### src/hw/rtl/wrms_pkg.sv
// ----------------------------------------------------------------------------
// wrms_pkg
// Types and constants shared by the weighted running mean/stddev block.
// ----------------------------------------------------------------------------
`default_nettype none

package wrms_pkg;

    localparam int FRAC_BITS = 16;

    typedef struct packed {
        logic               has_record;
        logic signed [31:0] price;
        logic [30:0]        quantity;
        logic               last;
    } t_in_item;

    typedef struct packed {
        logic [31:0]        total_count;
        logic signed [31:0] mean_rounded;
        logic [31:0]        stddev_rounded;
        logic               overflow;
    } t_out_item;

    typedef enum logic [2:0] {
        S_IDLE,
        S_PREP,
        S_MUL,
        S_DIV,
        S_SQRT,
        S_POST,
        S_OUT
    } t_state;

    // which point of the sequence a finished unit operation returns to
    typedef enum logic [2:0] {
        ST_MD,
        ST_MDD,
        ST_DD,
        ST_TW,
        ST_END,
        ST_VAR,
        ST_SQ
    } t_step;

endpackage

`default_nettype wire

### src/hw/rtl/wrms_if.sv
// ----------------------------------------------------------------------------
// wrms_if
// Valid/ready channels for input items and result items.
// ----------------------------------------------------------------------------
`default_nettype none

interface wrms_in_if;
    import wrms_pkg::*;
    logic     valid;
    logic     ready;
    t_in_item payload;
    modport source (output valid, output payload, input ready);
    modport sink (input valid, input payload, output ready);
endinterface

interface wrms_out_if;
    import wrms_pkg::*;
    logic      valid;
    logic      ready;
    t_out_item payload;
    modport source (output valid, output payload, input ready);
    modport sink (input valid, input payload, output ready);
endinterface

`default_nettype wire

### src/hw/rtl/weighted_running_mean_stddev_top.sv
// sequence: a record runs a 64-step multiply, an 80-step divide and up to two
//   more 64-step multiplies; a last item of a run with a count above one adds a
//   64-step divide and a 32-step root before the result beat
// throughput: one item at a time, set by the shared shift-add/subtract unit
// reset: synchronous active-low, clears count, mean, deviation sum and flag
// ----------------------------------------------------------------------------
// weighted_running_mean_stddev_top
// Weighted running mean and sample stddev over a run of price/quantity records.
// ----------------------------------------------------------------------------
`default_nettype none

module weighted_running_mean_stddev_top
    import wrms_pkg::*;
(
    input  wire logic  i_clk,
    input  wire logic  i_rst_n,
    wrms_in_if.sink    i_in,
    wrms_out_if.source o_out
);

    localparam logic [63:0] ALL_ONES = '1;

    t_state             r_state, n_state;
    t_step              r_step, n_step;
    logic [6:0]         r_k, n_k;
    t_in_item           r_item, n_item;
    logic [31:0]        r_cnt, n_cnt;
    logic signed [63:0] r_mean, n_mean;
    logic [63:0]        r_ssd, n_ssd;
    logic               r_sat, n_sat;
    logic [31:0]        r_w, n_w;
    logic [63:0]        r_d1, n_d1;
    logic               r_neg, n_neg;
    logic [127:0]       r_mcand, n_mcand;
    logic [63:0]        r_mplier, n_mplier;
    logic [127:0]       r_acc, n_acc;
    logic [63:0]        r_quo, n_quo;
    logic [31:0]        r_rem, n_rem;
    logic [31:0]        r_dvs, n_dvs;
    logic [31:0]        r_root, n_root;
    logic [35:0]        r_srem, n_srem;
    t_out_item          r_out, n_out;

    logic signed [63:0] xf;
    logic signed [63:0] dif;
    logic signed [63:0] m_new;
    logic signed [63:0] d2s;
    logic [32:0]        csum;
    logic [32:0]        dtrial;
    logic               dge;
    logic [35:0]        st, strial;
    logic               sge;
    logic [127:0]       sh;
    logic [63:0]        term;
    logic [64:0]        ssum;
    logic [63:0]        mabs;
    logic [63:0]        mrnd;
    logic [32:0]        sd33;

    assign xf = {{(32 - FRAC_BITS){r_item.price[31]}}, r_item.price, {FRAC_BITS{1'b0}}};
    assign dif = xf - r_mean;
    assign csum = {1'b0, r_cnt} + {2'b0, r_item.quantity};
    assign dtrial = {r_rem, r_acc[127]};
    assign dge = dtrial >= {1'b0, r_dvs};
    assign st = {r_srem[33:0], r_acc[127:126]};
    assign strial = {2'b0, r_root, 2'b01};
    assign sge = st >= strial;
    assign m_new = r_neg ? r_mean - $signed(r_quo) : r_mean + $signed(r_quo);
    assign d2s = xf - m_new;
    assign sh = r_acc >> FRAC_BITS;
    assign term = (r_acc[127:64] != 64'd0) ? ALL_ONES : r_acc[63:0];
    assign ssum = {1'b0, r_ssd} + {1'b0, term};
    assign mabs = r_mean[63] ? 64'd0 - r_mean : r_mean;
    assign mrnd = (mabs + (64'd1 << (FRAC_BITS - 1))) >> FRAC_BITS;
    assign sd33 = ({1'b0, r_root} + 33'd1) >> 1;

    assign i_in.ready = (r_state == S_IDLE);
    assign o_out.valid = (r_state == S_OUT);
    assign o_out.payload = r_out;

    always_ff @(posedge i_clk) begin
        if (!i_rst_n) begin
            r_state <= S_IDLE;
            r_step  <= ST_END;
            r_cnt   <= '0;
            r_mean  <= '0;
            r_ssd   <= '0;
            r_sat   <= 1'b0;
        end else begin
            r_state <= n_state;
            r_step  <= n_step;
            r_cnt   <= n_cnt;
            r_mean  <= n_mean;
            r_ssd   <= n_ssd;
            r_sat   <= n_sat;
        end
        r_k      <= n_k;
        r_item   <= n_item;
        r_w      <= n_w;
        r_d1     <= n_d1;
        r_neg    <= n_neg;
        r_mcand  <= n_mcand;
        r_mplier <= n_mplier;
        r_acc    <= n_acc;
        r_quo    <= n_quo;
        r_rem    <= n_rem;
        r_dvs    <= n_dvs;
        r_root   <= n_root;
        r_srem   <= n_srem;
        r_out    <= n_out;
    end

    always_comb begin
        n_state  = r_state;
        n_step   = r_step;
        n_k      = r_k;
        n_item   = r_item;
        n_cnt    = r_cnt;
        n_mean   = r_mean;
        n_ssd    = r_ssd;
        n_sat    = r_sat;
        n_w      = r_w;
        n_d1     = r_d1;
        n_neg    = r_neg;
        n_mcand  = r_mcand;
        n_mplier = r_mplier;
        n_acc    = r_acc;
        n_quo    = r_quo;
        n_rem    = r_rem;
        n_dvs    = r_dvs;
        n_root   = r_root;
        n_srem   = r_srem;
        n_out    = r_out;
        unique case (r_state)
            S_IDLE: begin
                if (i_in.valid) begin
                    n_item  = i_in.payload;
                    n_state = S_PREP;
                end
            end
            S_PREP: begin
                n_step  = ST_END;
                n_state = S_POST;
                if (r_item.has_record && r_item.quantity != 31'd0) begin
                    if (r_cnt == 32'd0) begin
                        n_cnt  = {1'b0, r_item.quantity};
                        n_mean = xf;
                        n_ssd  = '0;
                    end else begin
                        if (csum[32]) begin
                            n_sat = 1'b1;
                            n_w   = ~r_cnt;
                        end else begin
                            n_w   = {1'b0, r_item.quantity};
                        end
                        if (!(csum[32] && r_cnt == '1)) begin
                            n_cnt    = csum[32] ? '1 : csum[31:0];
                            n_neg    = dif[63];
                            n_d1     = dif[63] ? 64'd0 - dif : dif;
                            n_mcand  = {64'd0, n_d1};
                            n_mplier = {32'd0, n_w};
                            n_acc    = '0;
                            n_k      = 7'd64;
                            n_step   = ST_MD;
                            n_state  = S_MUL;
                        end
                    end
                end
            end
            S_MUL: begin
                if (r_mplier[0]) n_acc = r_acc + r_mcand;
                n_mcand  = r_mcand << 1;
                n_mplier = r_mplier >> 1;
                n_k      = r_k - 7'd1;
                if (r_k == 7'd1) n_state = S_POST;
            end
            S_DIV: begin
                n_rem   = dge ? 32'(dtrial - {1'b0, r_dvs}) : dtrial[31:0];
                n_quo   = {r_quo[62:0], dge};
                n_acc   = r_acc << 1;
                n_k     = r_k - 7'd1;
                if (r_k == 7'd1) n_state = S_POST;
            end
            S_SQRT: begin
                n_srem  = sge ? st - strial : st;
                n_root  = {r_root[30:0], sge};
                n_acc   = r_acc << 2;
                n_k     = r_k - 7'd1;
                if (r_k == 7'd1) n_state = S_POST;
            end
            S_POST: begin
                unique case (r_step)
                    ST_MD: begin
                        // product is below 2^(64 + FRAC_BITS): align its top to the msb
                        n_acc   = r_acc << (64 - FRAC_BITS);
                        n_dvs   = r_cnt;
                        n_rem   = '0;
                        n_quo   = '0;
                        n_k     = 7'(64 + FRAC_BITS);
                        n_step  = ST_MDD;
                        n_state = S_DIV;
                    end
                    ST_MDD: begin
                        n_mean   = m_new;
                        n_mcand  = {64'd0, r_d1};
                        n_mplier = d2s[63] ? 64'd0 - d2s : d2s;
                        n_acc    = '0;
                        n_k      = 7'd64;
                        n_step   = ST_DD;
                        n_state  = S_MUL;
                    end
                    ST_DD: begin
                        if (sh[127:64] != 64'd0) begin
                            n_acc   = {64'd1, 64'd0};
                            n_state = S_POST;
                            n_step  = ST_TW;
                        end else begin
                            n_mcand  = {64'd0, sh[63:0]};
                            n_mplier = {32'd0, r_w};
                            n_acc    = '0;
                            n_k      = 7'd64;
                            n_step   = ST_TW;
                            n_state  = S_MUL;
                        end
                    end
                    ST_TW: begin
                        if (r_acc[127:64] != 64'd0 || ssum[64]) n_sat = 1'b1;
                        n_ssd  = ssum[64] ? ALL_ONES : ssum[63:0];
                        n_step = ST_END;
                    end
                    ST_END: begin
                        if (!r_item.last) begin
                            n_state = S_IDLE;
                        end else begin
                            n_out.total_count  = r_cnt;
                            n_out.overflow     = r_sat;
                            n_out.mean_rounded = (r_cnt == 32'd0) ? 32'sd0 :
                                r_mean[63] ? 32'(64'd0 - mrnd) : mrnd[31:0];
                            n_out.stddev_rounded = '0;
                            if (r_cnt > 32'd1) begin
                                n_acc   = {r_ssd, 64'd0};
                                n_dvs   = r_cnt - 32'd1;
                                n_rem   = '0;
                                n_quo   = '0;
                                n_k     = 7'd64;
                                n_step  = ST_VAR;
                                n_state = S_DIV;
                            end else begin
                                n_cnt   = '0;
                                n_mean  = '0;
                                n_ssd   = '0;
                                n_sat   = 1'b0;
                                n_state = S_OUT;
                            end
                        end
                    end
                    ST_VAR: begin
                        n_acc   = {r_quo >> (FRAC_BITS - 2), 64'd0};
                        n_srem  = '0;
                        n_root  = '0;
                        n_k     = 7'd32;
                        n_step  = ST_SQ;
                        n_state = S_SQRT;
                    end
                    ST_SQ: begin
                        n_out.stddev_rounded = sd33[31:0];
                        n_cnt   = '0;
                        n_mean  = '0;
                        n_ssd   = '0;
                        n_sat   = 1'b0;
                        n_state = S_OUT;
                    end
                    default: n_state = S_IDLE;
                endcase
            end
            S_OUT: begin
                if (o_out.ready) n_state = S_IDLE;
            end
            default: n_state = S_IDLE;
        endcase
    end

    // a result beat and an input beat never overlap
    a_excl: assert property (@(posedge i_clk) disable iff (!i_rst_n)
        !(i_in.ready && o_out.valid))
        else $error("input ready while result pending");

    // state is already cleared while a result waits
    a_clear: assert property (@(posedge i_clk) disable iff (!i_rst_n)
        o_out.valid |-> (r_cnt == 32'd0 && r_ssd == 64'd0 && !r_sat))
        else $error("state not cleared at result");

    // an empty run has no deviation sum
    a_empty: assert property (@(posedge i_clk) disable iff (!i_rst_n)
        (r_state == S_IDLE && r_cnt == 32'd0) |-> (r_ssd == 64'd0))
        else $error("deviation sum without records");

    // an accepted beat always starts the sequencer
    a_start: assert property (@(posedge i_clk) disable iff (!i_rst_n)
        (i_in.valid && i_in.ready) |=> (r_state == S_PREP))
        else $error("accepted beat not processed");

endmodule

`default_nettype wire
### src/flat_wrapper.sv
// flat-port wrapper written by rule: the top's interface ports become plain ports
module weighted_running_mean_stddev_top_flat import wrms_pkg::*;
  (i_clk, i_rst_n, i_in_valid, i_in_payload, i_in_ready, o_out_valid, o_out_payload, o_out_ready);
  wrms_in_if i_in_i ();
  wrms_out_if o_out_i ();
  input  wire logic i_clk;
  input  wire logic i_rst_n;
  input wire logic [$bits(i_in_i.valid)-1:0] i_in_valid;
  input wire logic [$bits(i_in_i.payload)-1:0] i_in_payload;
  output wire logic [$bits(i_in_i.ready)-1:0] i_in_ready;
  output wire logic [$bits(o_out_i.valid)-1:0] o_out_valid;
  output wire logic [$bits(o_out_i.payload)-1:0] o_out_payload;
  input wire logic [$bits(o_out_i.ready)-1:0] o_out_ready;
  assign i_in_i.valid = i_in_valid;
  assign i_in_i.payload = i_in_payload;
  assign i_in_ready = i_in_i.ready;
  assign o_out_valid = o_out_i.valid;
  assign o_out_payload = o_out_i.payload;
  assign o_out_i.ready = o_out_ready;
  weighted_running_mean_stddev_top u_core (.i_clk(i_clk), .i_rst_n(i_rst_n), .i_in(i_in_i), .o_out(o_out_i));
endmodule
### config.mk
export PLATFORM = sky130hd
export DESIGN_NAME = weighted_running_mean_stddev_top_flat
export DESIGN_NICKNAME = d
export VERILOG_FILES = /design/src/hw/rtl/wrms_pkg.sv /design/src/hw/rtl/wrms_if.sv /design/src/hw/rtl/weighted_running_mean_stddev_top.sv /design/src/flat_wrapper.sv
export SDC_FILE = /design/constraint.sdc
export NUM_CORES = 2
export LEC_CHECK = 0
export BUFFER_PORTS_ARGS = -buffer_cell sky130_fd_sc_hd__buf_2
export CORE_MARGIN = 2
export CORE_UTILIZATION = 35
export CTS_CLUSTER_DIAMETER = 120
export DETAILED_ROUTE_END_ITERATION = 7
export MAX_ROUTING_LAYER = met4
export PLACE_DENSITY = 0.51
export SYNTH_ARGS = -nofsm -noshare
export SYNTH_HDL_FRONTEND = slang
export SYNTH_SLANG_ARGS = --single-unit
### constraint.sdc
create_clock -name i_clk -period 28.6 [get_ports i_clk]
set_clock_uncertainty 0.15 [all_clocks]
set_input_delay 5.72 -clock i_clk [delete_from_list [all_inputs] [get_ports i_clk]]
set_output_delay 5.72 -clock i_clk [all_outputs]
set_load 0.1 [all_outputs]
# Word-level counts from Yosys, hierarchy flattened
# Index checks and enable logic that the tools add are counted.
classes:
  add_sub_neg: 17
  magnitude_cmp: 3
  n_eq_ne: 40
  n_mux: 100
  bitwise: 3
  n_reduce_logical: 35
op_table:
  columns: ["op", "count"]
  rows:
  - ["two-way mux 128 bit", 10]
  - ["case mux 128 bit (5 select lines)", 2]
  - ["two-way mux 64 bit", 17]
  - ["case mux 64 bit (2 select lines)", 5]
  - ["case mux 64 bit (3 select lines)", 3]
  - ["two-way mux 32 bit", 14]
  - ["case mux 32 bit (2 select lines)", 7]
  - ["case mux 128 bit (3 select lines)", 1]
  - ["case mux 128 bit (2 select lines)", 1]
  - ["adder 128 bit", 1]
  - ["nonzero test 64 bit", 2]
  - ["subtractor 1 x 64 -> 64 bit, first input constant", 2]
  - ["subtractor 48 x 64 -> 64 bit", 2]
  - ["two-way mux 34 bit", 2]
  - ["case mux 34 bit (2 select lines)", 1]
  - ["adder 64 x 64 -> 65 bit", 1]
  - ["two-way mux 65 bit", 1]
  - ["adder 64 bit", 1]
  - ["subtractor 64 bit", 1]
  - ["adder 48 x 16 -> 48 bit, second input constant", 1]
  - ["two-way mux 48 bit", 1]
  - ["subtractor 1 x 48 -> 48 bit, first input constant", 1]
  - ["two-way mux 3 bit", 14]
  - ["two-way mux 7 bit", 6]
  - ["48 further kinds", 101]
word_totals:
  register_bits: 947
  inputBits: 69
  output_inout_bits: 99
  word_cells: 224

# Logic depth before layout (Yosys ltp)
depth:
  ltp_word: 7
  mapped_depth: 38
  ltp_nobuf: 36

# Worst setup path after synthesis
# OpenSTA, ideal clock, no wires.
synth_timing:
  path_type: "register to register"
  startpoint: "register u_core.r_cnt[0]"
  endpoint: "register u_core.r_mcand[0], enable pin"
  setup_time_ps: 2009
  arrival_ps: 8145
  t_required_ps: 26441
  path_slack_ps: 18296
  path_stages_with_launch: 21
  path_buffers: 0
  synth_period_minus_slack_ps: 10304
  path_cell_list: "dfxtp_1 -> ha_1 -> inv_1 -> fa_1 -> nor2b_1 -> o21ai_0 -> a21boi_0 -> o21ai_0 -> a21boi_0 -> o21ai_0 -> a21boi_0 -> o21a_1 -> o21ai_0 -> a211oi_1 -> nor3_1 -> o31ai_1 -> nand2_1 -> a211oi_1 -> nor3_1 -> nand2_1 -> nand3_1"
synth_between:
  elab_chain_len: 4
  word_cells_on_any_way: 7
  cone_classes: "add/sub (1); eq/ne (3); reduce/logical (3)"
synth_lines:
  columns: ["element", "line_no", "source"]
  rows:
  - ["from (decl)", "weighted_running_mean_stddev_top.sv:27", "logic [31:0] r_cnt, n_cnt;"]
  - ["from (signal assigned)", "weighted_running_mean_stddev_top.sv:92", "r_cnt <= n_cnt;"]
  - ["adder 32 x 31 -> 33 bit / equality test 32 bit (equally long branches)", "weighted_running_mean_stddev_top.sv:62, weighted_running_mean_stddev_top.sv:156", null]
  - ["logical AND 1 bit", "weighted_running_mean_stddev_top.sv:156", "if (!(csum[32] && r_cnt == '1)) begin"]
  - ["!= test 2 bit (no line)", null, null]
  - ["AND reduction 6 bit (no line) (*)", null, null]
  - ["to (signal assigned)", "weighted_running_mean_stddev_top.sv:102", "r_mcand <= n_mcand;"]
  - ["to (decl)", "weighted_running_mean_stddev_top.sv:34", "logic [127:0] r_mcand, n_mcand;"]
# Mark *: on every way between the ends. The rest lies on a longest branch, timed or not.
# A chain may end at the register's enable or synchronous reset.

# Final worst setup path
layout_timing:
  startpoint: "register u_core.r_quo[5]"
  endpoint: "register u_core.r_mplier[61], data pin"
layout_between:
  elab_chain_len: 7
  word_cells_on_any_way: 8
  cone_classes: "add/sub (4); mux (4)"
layout_lines:
  columns: ["element", "line_no", "source"]
  rows:
  - ["from (decl)", "weighted_running_mean_stddev_top.sv:37", "logic [63:0] r_quo, n_quo;"]
  - ["from (signal assigned)", "weighted_running_mean_stddev_top.sv:105", "r_quo <= n_quo;"]
  - ["adder 64 bit / subtractor 64 bit (equally long branches)", "weighted_running_mean_stddev_top.sv:68", "assign m_new = r_neg ? r_mean - $signed(r_quo) : r_mean + $signed(r_quo);"]
  - ["two-way mux 64 bit (*)", "weighted_running_mean_stddev_top.sv:68", null]
  - ["subtractor 48 x 64 -> 64 bit (*)", "weighted_running_mean_stddev_top.sv:69", "assign d2s = xf - m_new;"]
  - ["subtractor 1 x 64 -> 64 bit", "weighted_running_mean_stddev_top.sv:206", "n_mplier = d2s[63] ? 64'd0 - d2s : d2s;"]
  - ["two-way mux 64 bit (*)", "weighted_running_mean_stddev_top.sv:206", null]
  - ["case mux 64 bit (2 select lines) (*)", "weighted_running_mean_stddev_top.sv:192", "unique case (r_step)"]
  - ["case mux 64 bit (3 select lines) (*)", "weighted_running_mean_stddev_top.sv:134", "unique case (r_state)"]
  - ["named net u_core.n_mplier[61]", "weighted_running_mean_stddev_top.sv:35", "logic [63:0] r_mplier, n_mplier;"]
  - ["to (signal assigned)", "weighted_running_mean_stddev_top.sv:103", "r_mplier <= n_mplier;"]
  - ["to (decl)", "weighted_running_mean_stddev_top.sv:35", null]
# Mark *: on every way through the listed nets, which the timed path passes. The rest lies on a longest branch.

==> results_dict.tcl <==
set metrics [dict create \
    ys.flop_type "edfxtp_1" \
    ys_ff_latch 947 \
    rows 168 \
    status "complete, no violations" \
    syn_area_per_cell_um2 8.79 \
    end_kind "register" \
    period_share_pct 34.7 \
    postRouteWirelength_um 285000 \
    arrival_ns 10.27 \
    first_pass_iters 8 \
    holdBufCountCts 0 \
    crit_fanout 9 \
    ctsHtreeMaxLevel 3 \
    die_w_um 463 \
    final_common_cell "nand2_1" \
    post_cts_resized 0 \
    synthDistinctLibCells 113 \
    cts_root_buf "clkbuf_16" \
    crit_path_max_incr_delay_ns 0.94 \
    synth_area_leaders "edfxtp_1, ha_1, xnor2_1" \
    nets 8855 \
    synth-seq-area-share_pct 36.3 \
    overflow 0 \
    mostFrequentLayoutCells "nand2_1, edfxtp_1, a21oi_1" \
    clk_latency_ns 0.80 \
    io_buffers 167 \
    synth_top_cell_by_area "edfxtp_1" \
    grt_pass1_vias 63727 \
    syn_inst 8400 \
    syn_area_mm2 0.0738 \
    setup_viol 0 \
    wl_per_cell_um 25.3 \
    tns_ns 0 \
    hpwl_um 213000 \
    pin_count 168 \
    slowest_stage "nor4_1" \
    track_usage_pct 26.3 \
    fmax_ghz 0.101 \
    vias 66786 \
    vias_per_cell 5.93 \
    post-cts-setup-buffers 0 \
    required_ns 28.95 \
    maxSlewViolCount 0 \
    area_delta_synth_final_pct 10.6 \
    slew_headroom_pct 14.5 \
    synthArstFlopShare_pct 0 \
    die_y_um 463 \
    synth.net_count 8900 \
    antenna_found_initial 9 \
    finalHoldViolCount 0 \
    cts.sinks 947 \
    route.detailed.drc 0 \
    die_area_mm2 0.215 \
    core-area_mm2 0.210 \
    grt_pass1_wl_um 420000 \
    ys_warn_count 0 \
    yosys.area.top_type_share_pct 31.7 \
    start_util_pct 35.2 \
    worstHoldPathType "reg2reg" \
    rsz0062_at_grt "no" \
    crit_path_start_kind "register" \
    cts_tree "done" \
    period_minus_slack_ns 9.92 \
    critPathKind "reg2reg" \
    clockBufferDepth 3 \
    cts_made_buffers 116 \
    grt_max_degree 80 \
    maxCapViolCount 0 \
    synth_edf_count 780 \
    drive_gt1_share_pct 7.44 \
    drtIter0Drc 6662 \
    clkTransAtPathRegs_ns 0.06 \
    tightest_slew_ns 1.28 \
    gp_congestion 0.969 \
    drtAntennaViolNets 0 \
]
## final timing paths
path | from | endpoint | slack (ns) | depth (start not counted)
worst max-delay path | u_core.r_quo[5] | u_core.r_mplier[61] | 18.68 | 28
worst min-delay path | u_core.r_ssd[51] | u_core.r_ssd[51] | 0.32 | 2
worst max register to register | u_core.r_quo[5] | u_core.r_mplier[61] | 18.68 | 28
worst min register to register | u_core.r_ssd[51] | u_core.r_ssd[51] | 0.32 | 2
## worst max-delay path: cells and delay by family (launching register included)
kind / cells / cell delay, ns
simple gates: 13 / 4.99
compound gates: 8 / 1.82
fa+ha+maj: 3 / 1.25
xor+xnor: 4 / 0.98
flops: 1 / 0.44
## per-layer routing
layer  vias up  global-route usage (%)  share of wire (%)
met4         0                    9.89                4.3
met3       453                    3.06                6.2
met1     32814                    34.7                 44
met5         -                       -                  0
li1      31307                       -                  -
met2      2212                    41.2                 45
## cell families after synthesis
logic type | share of synthesized area [%]
compound gates | 24.4
buf+inv | 3.86
fa+ha+maj | 7.63
xor+xnor | 9.28
flops | 36.3
other cells | 0.00508
simple gates | 18.0
mux | 0.595
## cell type report
class	count	area [µm²]
Antenna cell	4	10.0
Clock buffer	140	3050
Clock inverter	81	987
Fill cell	21308	128000
Inverter	300	1130
Multi-Input combinational cell	6703	44400
Sequential cell	947	26800
Tap cell	2805	3510
Timing Repair Buffer	287	1740
## cells in the mapped netlist (20+ instances only)
cell	instances
a221o_1	88
or3_1	146
a22oi_1	124
and3_1	51
clkbuf_1	412
a211o_1	22
mux2i_1	38
a21boi_0	36
nor2_1	634
nand2_1	844
nor2b_1	70
a222oi_1	80
a21o_1	263
o21bai_1	67
o211ai_1	28
o21ai_0	653
nor4_1	76
nand4_1	100
dfxtp_1	167
a31oi_1	71
nor3_1	172
xnor2_1	527
xor2_1	230
ha_1	426
inv_1	297
o31ai_1	72
or2_2	37
maj3_1	20
nand3_1	186
edfxtp_1	780
a22o_1	97
nand2b_1	88
and4_1	26
a21oi_1	663
o21a_1	53
o22ai_1	29
and2_1	178
a221oi_1	22
a211oi_1	112
o2111ai_1	25
or4_1	28
## metrics by stage
stage	cells	setup slack, ns	utilization (%)	hold slack (ns)	area, µm²
floorplan	8400	18.30	-	0.272	73800
global placement	11042	19.00	37.0	0.299	77500
detailed placement	11042	18.91	37.0	0.307	77500
CTS	11263	18.84	38.9	0.324	81600
global route	11264	18.03	38.9	0.346	81600
finish	11267	18.68	38.9	0.322	81600
## flip-flops by register name, summed over array words and instances (netlist names), 65 cells and up
name / count
u_core.o_out.payload: 97
u_core.r_item: 65
u_core.r_acc: 128
u_core.r_mcand: 128
Power is not shown: default switching activity piles up to over one toggle a cycle in this logic, so the estimate is an artifact.
